--- config.mk ---
export PLATFORM = sky130hd
export DESIGN_NAME = box_motion_classifier_core
export DESIGN_NICKNAME = d
export VERILOG_FILES = /design/src/rtl/bmc_pkg.sv /design/src/rtl/bmc_cell.sv /design/src/rtl/bmc_cdiv.sv /design/src/rtl/box_motion_classifier_core.sv
export SDC_FILE = /design/constraint.sdc
export NUM_CORES = 2
export LEC_CHECK = 0
export ABC_AREA = 1
export BUFFER_PORTS_ARGS = -buffer_cell sky130_fd_sc_hd__clkbuf_2
export CAP_MARGIN = 40
export CORE_ASPECT_RATIO = 0.9
export CORE_MARGIN = 1
export CORE_UTILIZATION = 45
export CTS_CLUSTER_SIZE = 30
export DETAILED_ROUTE_END_ITERATION = 8
export RECOVER_POWER = 100
export SYNTH_ARGS = -nofsm -noshare
export SYNTH_HDL_FRONTEND = slang
export SYNTH_HIERARCHICAL = 1
export SYNTH_SLANG_ARGS = --single-unit
--- constraint.sdc ---
create_clock -name clk -period 15.05 [get_ports clk]
set_input_delay 0 -clock clk [delete_from_list [all_inputs] [get_ports clk]]
set_output_delay 0 -clock clk [all_outputs]
set_load 0.005 [all_outputs]
--- src/rtl/bmc_pkg.sv ---
package bmc_pkg;

  typedef struct packed {
    logic [11:0] x_position;
    logic [11:0] box_width;
    logic [23:0] box_area;
  } in_beat_t;

  typedef struct packed {
    logic [1:0] lateral_motion;
    logic [1:0] depth_motion;
  } out_beat_t;

  localparam logic [1:0] MOVE_NONE  = 2'd0;
  localparam logic [1:0] MOVE_LEFT  = 2'd1;
  localparam logic [1:0] MOVE_RIGHT = 2'd2;
  localparam logic [1:0] MOVE_FRONT = 2'd1;
  localparam logic [1:0] MOVE_BACK  = 2'd2;

endpackage

--- src/rtl/bmc_cell.sv ---
module bmc_cell #(
  parameter int W = 24
) (
  input  logic         clk,
  input  logic         rst_n,
  input  logic         shift_en,
  input  logic [W-1:0] d,
  output logic [W-1:0] q
);

  logic [W-1:0] q_r;
  logic [W-1:0] q_nxt;

  always_comb begin
    q_nxt = q_r;
    if (shift_en) begin
      q_nxt = d;
    end
  end

  always_ff @(posedge clk) begin
    if (!rst_n) begin
      q_r <= '0;
    end else begin
      q_r <= q_nxt;
    end
  end

  assign q = q_r;

endmodule

--- src/rtl/bmc_cdiv.sv ---
module bmc_cdiv #(
  parameter int IN_W  = 16,
  parameter int DIV   = 6,
  parameter int OUT_W = 12
) (
  input  logic             clk,
  input  logic             load_en,
  input  logic [IN_W-1:0]  num,
  output logic [OUT_W-1:0] quo
);

  // The quotient is the product with a rounded-up reciprocal, exact over the
  // whole input range because the shift covers the divisor's bit count.
  localparam int SH  = $clog2(DIV);
  localparam int K   = IN_W + SH;
  localparam int R_W = IN_W + 2;
  localparam int P_W = IN_W + R_W;
  localparam logic [63:0] RECIP64 = ((64'd1 << K) + 64'(DIV) - 64'd1) / 64'(DIV);
  localparam logic [R_W-1:0] RECIP = RECIP64[R_W-1:0];

  logic [P_W-1:0]   prod;
  logic [OUT_W-1:0] quo_r;
  logic [OUT_W-1:0] quo_nxt;

  assign prod = P_W'(num) * P_W'(RECIP);

  always_comb begin
    quo_nxt = quo_r;
    if (load_en) begin
      quo_nxt = prod[K +: OUT_W];
    end
  end

  always_ff @(posedge clk) begin
    quo_r <= quo_nxt;
  end

  assign quo = quo_r;

endmodule

--- src/rtl/box_motion_classifier_core.sv ---
// Two register stages: an accepted beat is held in stage one and moves on to
// the output register once out_stall lets that register take a new result.
// Throughput: one beat per cycle unless stalled; history cells shift and running
// window sums update in the accept cycle; reciprocal multipliers take one stage.
// Reset (synchronous, active low) clears the history cells, the window sums,
// the frame counter and all valid flags.
module box_motion_classifier_core #(
  parameter int X_WINDOW    = 6,
  parameter int AREA_WINDOW = 8,
  parameter int AREA_DELAY  = 20
) (
  input  logic                clk,
  input  logic                rst_n,
  input  logic                in_valid,
  output logic                in_stall,
  input  bmc_pkg::in_beat_t   in_data,
  output logic                out_valid,
  input  logic                out_stall,
  output bmc_pkg::out_beat_t  out_data
);

  localparam int AREA_DEPTH = AREA_WINDOW + AREA_DELAY;
  localparam int SEEN_MAX   = (AREA_DEPTH > X_WINDOW) ? AREA_DEPTH : X_WINDOW;
  localparam int SEEN_W     = $clog2(SEEN_MAX + 1);
  localparam int XSUM_W     = 12 + $clog2(X_WINDOW);
  localparam int ASUM_W     = 24 + $clog2(AREA_WINDOW);
  localparam logic [XSUM_W-1:0] XSUM_MAX = XSUM_W'(X_WINDOW * 4095);

  logic in_accept;
  logic s1_ready;
  logic out_ready;

  // History cells, newest first.
  logic [23:0] xw_q   [X_WINDOW];
  logic [23:0] area_q [AREA_DEPTH];
  logic [23:0] a_enter;

  genvar gi;
  generate
    for (gi = 0; gi < X_WINDOW; gi++) begin : g_xw
      logic [23:0] d_in;
      if (gi == 0) begin : g_head
        assign d_in = {in_data.x_position, in_data.box_width};
      end else begin : g_link
        assign d_in = xw_q[gi-1];
      end
      bmc_cell #(.W(24)) u_cell (
        .clk      (clk),
        .rst_n    (rst_n),
        .shift_en (in_accept),
        .d        (d_in),
        .q        (xw_q[gi])
      );
    end

    for (gi = 0; gi < AREA_DEPTH; gi++) begin : g_area
      logic [23:0] d_in;
      if (gi == 0) begin : g_head
        assign d_in = in_data.box_area;
      end else begin : g_link
        assign d_in = area_q[gi-1];
      end
      bmc_cell #(.W(24)) u_cell (
        .clk      (clk),
        .rst_n    (rst_n),
        .shift_en (in_accept),
        .d        (d_in),
        .q        (area_q[gi])
      );
    end

    if (AREA_DELAY == 0) begin : g_enter_new
      assign a_enter = in_data.box_area;
    end else begin : g_enter_old
      assign a_enter = area_q[AREA_DELAY-1];
    end
  endgenerate

  // Running window sums and frame counter.
  logic [XSUM_W-1:0] xs_r, xs_nxt;
  logic [XSUM_W-1:0] ws_r, ws_nxt;
  logic [ASUM_W-1:0] as_r, as_nxt;
  logic [SEEN_W-1:0] frames_r, frames_nxt;

  always_comb begin
    xs_nxt     = xs_r;
    ws_nxt     = ws_r;
    as_nxt     = as_r;
    frames_nxt = frames_r;
    if (in_accept) begin
      xs_nxt = xs_r + XSUM_W'(in_data.x_position) - XSUM_W'(xw_q[X_WINDOW-1][23:12]);
      ws_nxt = ws_r + XSUM_W'(in_data.box_width) - XSUM_W'(xw_q[X_WINDOW-1][11:0]);
      as_nxt = as_r + ASUM_W'(a_enter) - ASUM_W'(area_q[AREA_DEPTH-1]);
      if (frames_r < SEEN_W'(SEEN_MAX)) begin
        frames_nxt = frames_r + SEEN_W'(1);
      end
    end
  end

  always_ff @(posedge clk) begin
    if (!rst_n) begin
      xs_r     <= '0;
      ws_r     <= '0;
      as_r     <= '0;
      frames_r <= '0;
    end else begin
      xs_r     <= xs_nxt;
      ws_r     <= ws_nxt;
      as_r     <= as_nxt;
      frames_r <= frames_nxt;
    end
  end

  // Stage one: averages and margins of the earlier frames.
  logic [11:0] xavg;
  logic [9:0]  xmar;
  logic [23:0] aavg;
  logic [21:0] amar;

  bmc_cdiv #(.IN_W(XSUM_W), .DIV(X_WINDOW), .OUT_W(12)) u_xavg (
    .clk (clk), .load_en (in_accept), .num (xs_r), .quo (xavg)
  );
  bmc_cdiv #(.IN_W(XSUM_W), .DIV(8 * X_WINDOW), .OUT_W(10)) u_xmar (
    .clk (clk), .load_en (in_accept), .num (ws_r), .quo (xmar)
  );
  bmc_cdiv #(.IN_W(ASUM_W), .DIV(AREA_WINDOW), .OUT_W(24)) u_aavg (
    .clk (clk), .load_en (in_accept), .num (as_r), .quo (aavg)
  );
  bmc_cdiv #(.IN_W(ASUM_W), .DIV(12 * AREA_WINDOW), .OUT_W(22)) u_amar (
    .clk (clk), .load_en (in_accept), .num (as_r), .quo (amar)
  );

  logic        s1_v_r, s1_v_nxt;
  logic [11:0] s1_x_r;
  logic [23:0] s1_a_r;
  logic        s1_lat_ok_r;
  logic        s1_dep_ok_r;
  logic        out_valid_r, out_valid_nxt;

  assign out_ready = !out_valid_r || !out_stall;
  assign s1_ready  = !s1_v_r || out_ready;
  assign in_stall  = !s1_ready;
  assign in_accept = in_valid && s1_ready;

  always_comb begin
    s1_v_nxt = s1_v_r;
    if (s1_ready) begin
      s1_v_nxt = in_accept;
    end
  end

  always_ff @(posedge clk) begin
    if (!rst_n) begin
      s1_v_r <= 1'b0;
    end else begin
      s1_v_r <= s1_v_nxt;
    end
  end

  always_ff @(posedge clk) begin
    if (in_accept) begin
      s1_x_r      <= in_data.x_position;
      s1_a_r      <= in_data.box_area;
      s1_lat_ok_r <= (frames_r >= SEEN_W'(X_WINDOW));
      s1_dep_ok_r <= (frames_r >= SEEN_W'(AREA_DEPTH));
    end
  end

  // Stage two: classification into the output register.
  bmc_pkg::out_beat_t out_data_r, out_data_nxt;
  logic [1:0]         lat_code;
  logic [1:0]         dep_code;

  always_comb begin
    lat_code = bmc_pkg::MOVE_NONE;
    dep_code = bmc_pkg::MOVE_NONE;
    if (s1_lat_ok_r) begin
      if (s1_x_r > xavg && (s1_x_r - xavg) > {2'b00, xmar}) begin
        lat_code = bmc_pkg::MOVE_RIGHT;
      end else if (s1_x_r < xavg && (xavg - s1_x_r) > {2'b00, xmar}) begin
        lat_code = bmc_pkg::MOVE_LEFT;
      end
    end
    if (s1_dep_ok_r) begin
      if (s1_a_r > aavg && (s1_a_r - aavg) > {2'b00, amar}) begin
        dep_code = bmc_pkg::MOVE_FRONT;
      end else if (s1_a_r < aavg && (aavg - s1_a_r) > {2'b00, amar}) begin
        dep_code = bmc_pkg::MOVE_BACK;
      end
    end
  end

  always_comb begin
    out_valid_nxt = out_valid_r;
    out_data_nxt  = out_data_r;
    if (out_ready) begin
      out_valid_nxt = s1_v_r;
      if (s1_v_r) begin
        out_data_nxt.lateral_motion = lat_code;
        out_data_nxt.depth_motion   = dep_code;
      end
    end
  end

  always_ff @(posedge clk) begin
    if (!rst_n) begin
      out_valid_r <= 1'b0;
    end else begin
      out_valid_r <= out_valid_nxt;
    end
  end

  always_ff @(posedge clk) begin
    out_data_r <= out_data_nxt;
  end

  assign out_valid = out_valid_r;
  assign out_data  = out_data_r;

  a_frames_bound : assert property (@(posedge clk) disable iff (!rst_n)
    frames_r <= SEEN_W'(SEEN_MAX))
    else $error("frame counter passed its saturation value");

  a_xsum_bound : assert property (@(posedge clk) disable iff (!rst_n)
    xs_r <= XSUM_MAX && ws_r <= XSUM_MAX)
    else $error("lateral window sum out of range");

  a_accept_fills : assert property (@(posedge clk) disable iff (!rst_n)
    in_accept |=> s1_v_r)
    else $error("accepted beat lost before the classify stage");

  a_short_lateral : assert property (@(posedge clk) disable iff (!rst_n)
    (s1_v_r && out_ready && !s1_lat_ok_r) |=>
      (out_data_r.lateral_motion == bmc_pkg::MOVE_NONE))
    else $error("lateral motion reported with short history");

endmodule
# Yosys cells after proc, flatten, opt, wreduce, memory -nomap -nowiden
# Cells that the tools add are included.
dict set report classes {
  add_sub_neg 11
  n_mul 3
  n_lt_le_gt_ge 11
  muxes 4
  bitwise 2
  n_reduce_logical 15
}
# op count
set op_table {}
lappend op_table {{$mul 27x28->55 const B} 1}
lappend op_table {{$gt 24x21->1} 2}
lappend op_table {{$sub 24x24->24} 2}
lappend op_table {{$mul 15x16->31 const B} 1}
lappend op_table {{$add 15x12->15} 2}
lappend op_table {{$mul 15x16->30 const B} 1}
lappend op_table {{$sub 15x12->15} 2}
lappend op_table {{$add 27x24->27} 1}
lappend op_table {{$sub 27x24->27} 1}
lappend op_table {{$gt 12x10->1} 2}
lappend op_table {{$gt 24x24->1} 1}
lappend op_table {{$lt 24x24->1} 1}
lappend op_table {{$sub 12x12->12} 2}
lappend op_table {{$gt 12x12->1} 1}
lappend op_table {{$lt 12x12->1} 1}
lappend op_table {{$add 5x1->5 const B} 1}
lappend op_table {{$ge 5x3->1 const B} 1}
lappend op_table {{$ge 5x5->1 const B} 1}
lappend op_table {{$logic_and 1x1->1} 5}
lappend op_table {{$lt 5x5->1 const B} 1}
lappend op_table {{$logic_not 1->1} 4}
lappend op_table {{$mux 2} 2}
lappend op_table {{$reduce_and 2->1} 2}
lappend op_table {{$reduce_or 2->1} 2}
lappend op_table {{3 further kinds} 6}
dict set report word_totals {
  reg_bits 989
  output_inout_bits 6
}

# Logic depth before layout (Yosys ltp)
dict set report depth {
  depth_word 5
  ltp_mapped 27
  ltp_nobuf 26
}

# By module
# Netlist, hierarchy kept.
# module instances cells_each area_per_inst_um2 seq_area_each_um2
set modules_own_cells {}
lappend modules_own_cells {bmc_cell 34 151 980.9 480.5}
lappend modules_own_cells {box_motion_classifier_core 1 1979 13545.5 2542.4}
lappend modules_own_cells {{bmc_cdiv (u_amar)} 1 1378 11119.4 630.6}
lappend modules_own_cells {{bmc_cdiv (u_xavg)} 1 540 4383.0 360.3}
lappend modules_own_cells {{bmc_cdiv (u_xmar)} 1 542 4377.9 300.3}
lappend modules_own_cells {{bmc_cdiv (u_aavg)} 1 24 720.7 720.7}

# Worst setup path after synthesis
# Ideal clock, no wire load.
dict set report synth_path {
  path_kind {register to register}
  startpoint {register out_valid_r (netlist: out_valid)}
  endpoint {register g_area[0].u_cell.q_r[16]}
  setup_ns 0.113
  arrival_time_ns 6.338
  setup_slack_ns 8.599
  stages_incl_launch_ff 11
  path_cell_list {dfxtp_1 -> nand2_1 -> nor2_1 -> inv_1 -> nand2_1 -> inv_1 -> clkbuf_1 -> buf_2 -> nand2_1 -> nand2_1 -> nor2_1}
}
dict set report synth_via {
  elab_chain_len 4
}
# item line
set synth_rtl {}
lappend synth_rtl {{start: declaration} box_motion_classifier_core.sv:138} ;# logic out_valid_r, out_valid_nxt;
lappend synth_rtl {{start signal: assignment} box_motion_classifier_core.sv:209} ;# out_valid_r <= out_valid_nxt;
lappend synth_rtl {{$logic_not 1->1} box_motion_classifier_core.sv:140} ;# assign out_ready = !out_valid_r || !out_stall;
lappend synth_rtl {{$logic_or 1x1->1} box_motion_classifier_core.sv:140}
lappend synth_rtl {{$logic_or 1x1->1} box_motion_classifier_core.sv:141} ;# assign s1_ready = !s1_v_r || out_ready;
lappend synth_rtl {{$logic_and 1x1->1} box_motion_classifier_core.sv:143} ;# assign in_accept = in_valid && s1_ready;
lappend synth_rtl {{net in_accept} box_motion_classifier_core.sv:29} ;# logic in_accept;
lappend synth_rtl {{end signal: assignment} bmc_cell.sv:25} ;# q_r <= q_nxt;
lappend synth_rtl {{end: declaration} bmc_cell.sv:11} ;# logic [W-1:0] q_r;
# The timed path passes the listed nets, and every way through them passes these cells.
# A chain may end at the register's enable or synchronous reset.

# Final worst setup path
dict set report layout_path {
  startpoint {register out_valid_r (netlist: out_valid)}
  endpoint {register as_r[19]}
}
dict set report layout_via {
  elab_chain_len 4
}
# item line
set layout_rtl {}
lappend layout_rtl {{$logic_not 1->1} box_motion_classifier_core.sv:140}
lappend layout_rtl {{$logic_or 1x1->1} box_motion_classifier_core.sv:140}
lappend layout_rtl {{$logic_or 1x1->1} box_motion_classifier_core.sv:141}
lappend layout_rtl {{$logic_and 1x1->1} box_motion_classifier_core.sv:143}
lappend layout_rtl {{end signal: assignment} box_motion_classifier_core.sv:109} ;# as_r <= as_nxt;
lappend layout_rtl {{end: declaration} box_motion_classifier_core.sv:82} ;# logic [ASUM_W-1:0] as_r, as_nxt;
# Every way passes these cells.

==> impl_metrics.ini <==
[status]
status = finished, violations left
violations = DRC, capacitance limit, slew limit

[cts]
postCtsSetupBuffers = 0
cts_buffers = 108
path_clk_slew_ns = 0.06
htreeDepth = 3
cts_root_buffer = clkbuf_16
clock_path_buffers = 3
clock-sinks = 989
cts_tree = yes
clkLatencyLatePin_ns = 0.75

[route]
wire_per_inst_um = 15.01
post-route-drc-count = 14
routed_wirelength_um = 174700
drt_iter0_markers = 3987
routed-via-count = 54440
dr.pass1.iters = 9
vias_per_cell = 4.678
ant_nets = 0

[yosys]
synth_warnings = 6
synth_compound_area_frac = 0.04825
syn_nets = 10620
async_flop_share = 0
yosysMostFrequentCell = nand2_1
synthTopCellsByCount = 2422 x nand2_1, 1963 x inv_1, 1914 x nor2_1
synth_area_leaders = dfxtp_1 26%, nand2_1 13%, ha_1 11%
synth_xor_area_frac = 0.01544
yosys.area.top_type_share = 0.2610
syn_area_um2 = 67500
synth_top_family_by_area = simple AND/OR/NAND/NOR gates
seq_area_frac_synth = 0.3095
synth_cells = 9597
synth-edff-count = 109
synth_flop_cell = dfxtp_1
avgSynthCellArea_um2 = 7.033
synth_simple_gate_area_frac = 0.2701
synth_mux_area_frac = 0
synth_cell_types = 50
synthAdderAreaFrac = 0.2190
ys_seq_elements = 989
yosys.area.top_type = dfxtp_1

[worst_setup_path]
cp.required_ns = 15.67
ff2ff_setup_slack_ns = 5.01
start_kind = register
path_max_fanout = 212
path_class = reg2reg
cp-end-kind = register
critical_path_arrival_ns = 10.66

[final_layout]
nets = 10590
syn_to_final_growth_pct = 8.063
drive_above_1_share = 0.02773

[floorplanning]
start_util = 0.4544
die_w_um = 410.2
row_count = 134
die_y_um = 369.4
ios = 58
dieArea_um2 = 151600
coreArea_um2 = 148500

[timing]
rsz0062_at_grt = no
fin_worst_skew_ns = 0.04218
max-slew-margin-rel = -5.318
setup_tns_ns = 0
setup_viol = 0
post-route-period-util = 0.6671
fmax_ghz = 0.09960
final_hold_viol_count = 0
drv_slew = 792
tightest_slew_ns = 9.477
period_minus_slack_ns = 10.04

[global_route]
grt_max_degree = 272
grtUsageMet3 = 0.03061
grt_use_met1 = 0.3577
top_usage_layer = met1
antenna_found_initial = 7
grt_pass1_vias = 51680
grt_overflow = 0
grtUsageMet2 = 0.3457
gr-usage-all-layers = 0.2323
grt_pass1_wl_um = 281000

[place]
dp_hpwl_um = 137000
gp_congestion = 0.9344
port-buffer-count = 57

[worst_hold_path]
hp-class = in2reg

[flow_run]
maxCapViolCount = 10
-- registers in the layout (all words and copies together) (netlist names), 15 cells and up --
| signal | cells |
|---|---|
| as_r | 27 |
| g_area.u_cell/q | 672 |
| g_xw.u_cell/q | 144 |
| s1_a_r | 24 |
| u_aavg/quo | 24 |
| u_amar/quo | 21 |
| ws_r | 15 |
| xs_r | 15 |
-- area by class of cell --
class                   count  area [um2]
diodes                      1       2.502
clock inverters            45       538.0
fillers                 15240       75610
multi-input cells        6363       37310
well taps                1972        2467
repair buffers            145        1164
flip-flops and latches    989       20890
clock buffers             155        3176
inverters                1967        7391
-- cells in the final DEF (no fill, tap or decap), drive strengths merged, types with 32 or more instances in the layout --
| cell type | count |
|---|---|
| nor3 | 44 |
| a21o | 32 |
| nand2 | 2442 |
| xor2 | 88 |
| dfxtp | 880 |
| ha | 607 |
| clkbuf | 223 |
| a21oi | 330 |
| nand4 | 58 |
| inv | 1973 |
| edfxtp | 109 |
| o21ai | 186 |
| dlygate4sd3 | 63 |
| nor2 | 1934 |
| nand3 | 169 |
| fa | 359 |
-- worst max-delay path, cell delays in order, from the launching register on --
cell and delay [ns]:
dfxtp_1 0.32, nand2_1 0.08, nor2_1 0.05, inv_1 0.11
nand2_4 0.27, inv_8 0.32, clkbuf_1 6.45, nand3_1 1.65
nand2_1 0.34, inv_1 0.06
-- logic make-up (layout without fill, tap and decap cells) --
family | after synthesis | count (layout)
xor+xnor | 119 | 119
buf+inv | 2245 | 2312
other cells | 1 | 2
fa+ha+maj | 966 | 966
compound gates | 602 | 602
flops | 989 | 989
simple gates | 4675 | 4675
-- timing repair --
action / CTS / global route
hold endpoints to repair: 225 / 0
gates resized for setup: 0 / 0
hold buffers: 63 / 0
-- worst paths after layout --
| check | startpoint | endpoint | cells after the start |
|---|---|---|---|
| max | out_valid | as_r[19] | 9 |
| min | out_stall | out_valid | 4 |
| max reg2reg | out_valid | as_r[19] | 9 |
| min reg2reg | g_area[11].u_cell/q[6] | g_area[11].u_cell/q[6] | 2 |
-- through the flow --
| step | hold WS [ns] | area [um2] | util | cells | setup WS (ns) |
|---|---|---|---|---|---|
| 5_1_grt | 0.09831 | 72940 | 0.4910 | 11640 | 4.146 |
| 2_1_floorplan | 0.09887 | 67500 | - | 9597 | 8.599 |
| 3_3_place_gp | 0.2291 | 68580 | 0.4617 | 11370 | 8.440 |
| 3_5_place_dp | 0.2188 | 68770 | 0.4629 | 11370 | 8.460 |
| 6_report | 0.1113 | 72940 | 0.4910 | 11640 | 5.010 |
| 4_1_cts | 0.008856 | 73110 | 0.4922 | 11640 | 8.470 |
-- per-layer routing --
metal | up-vias | wire length, um
met5 | - | 29
met4 | 4 | 2382
met3 | 162 | 7287
met2 | 768 | 72390
met1 | 25060 | 92570
li1 | 28440 | -
Power is left out: the tool's default activity adds up to more than one toggle a clock period on the data nets, which glitch-free logic cannot reach.
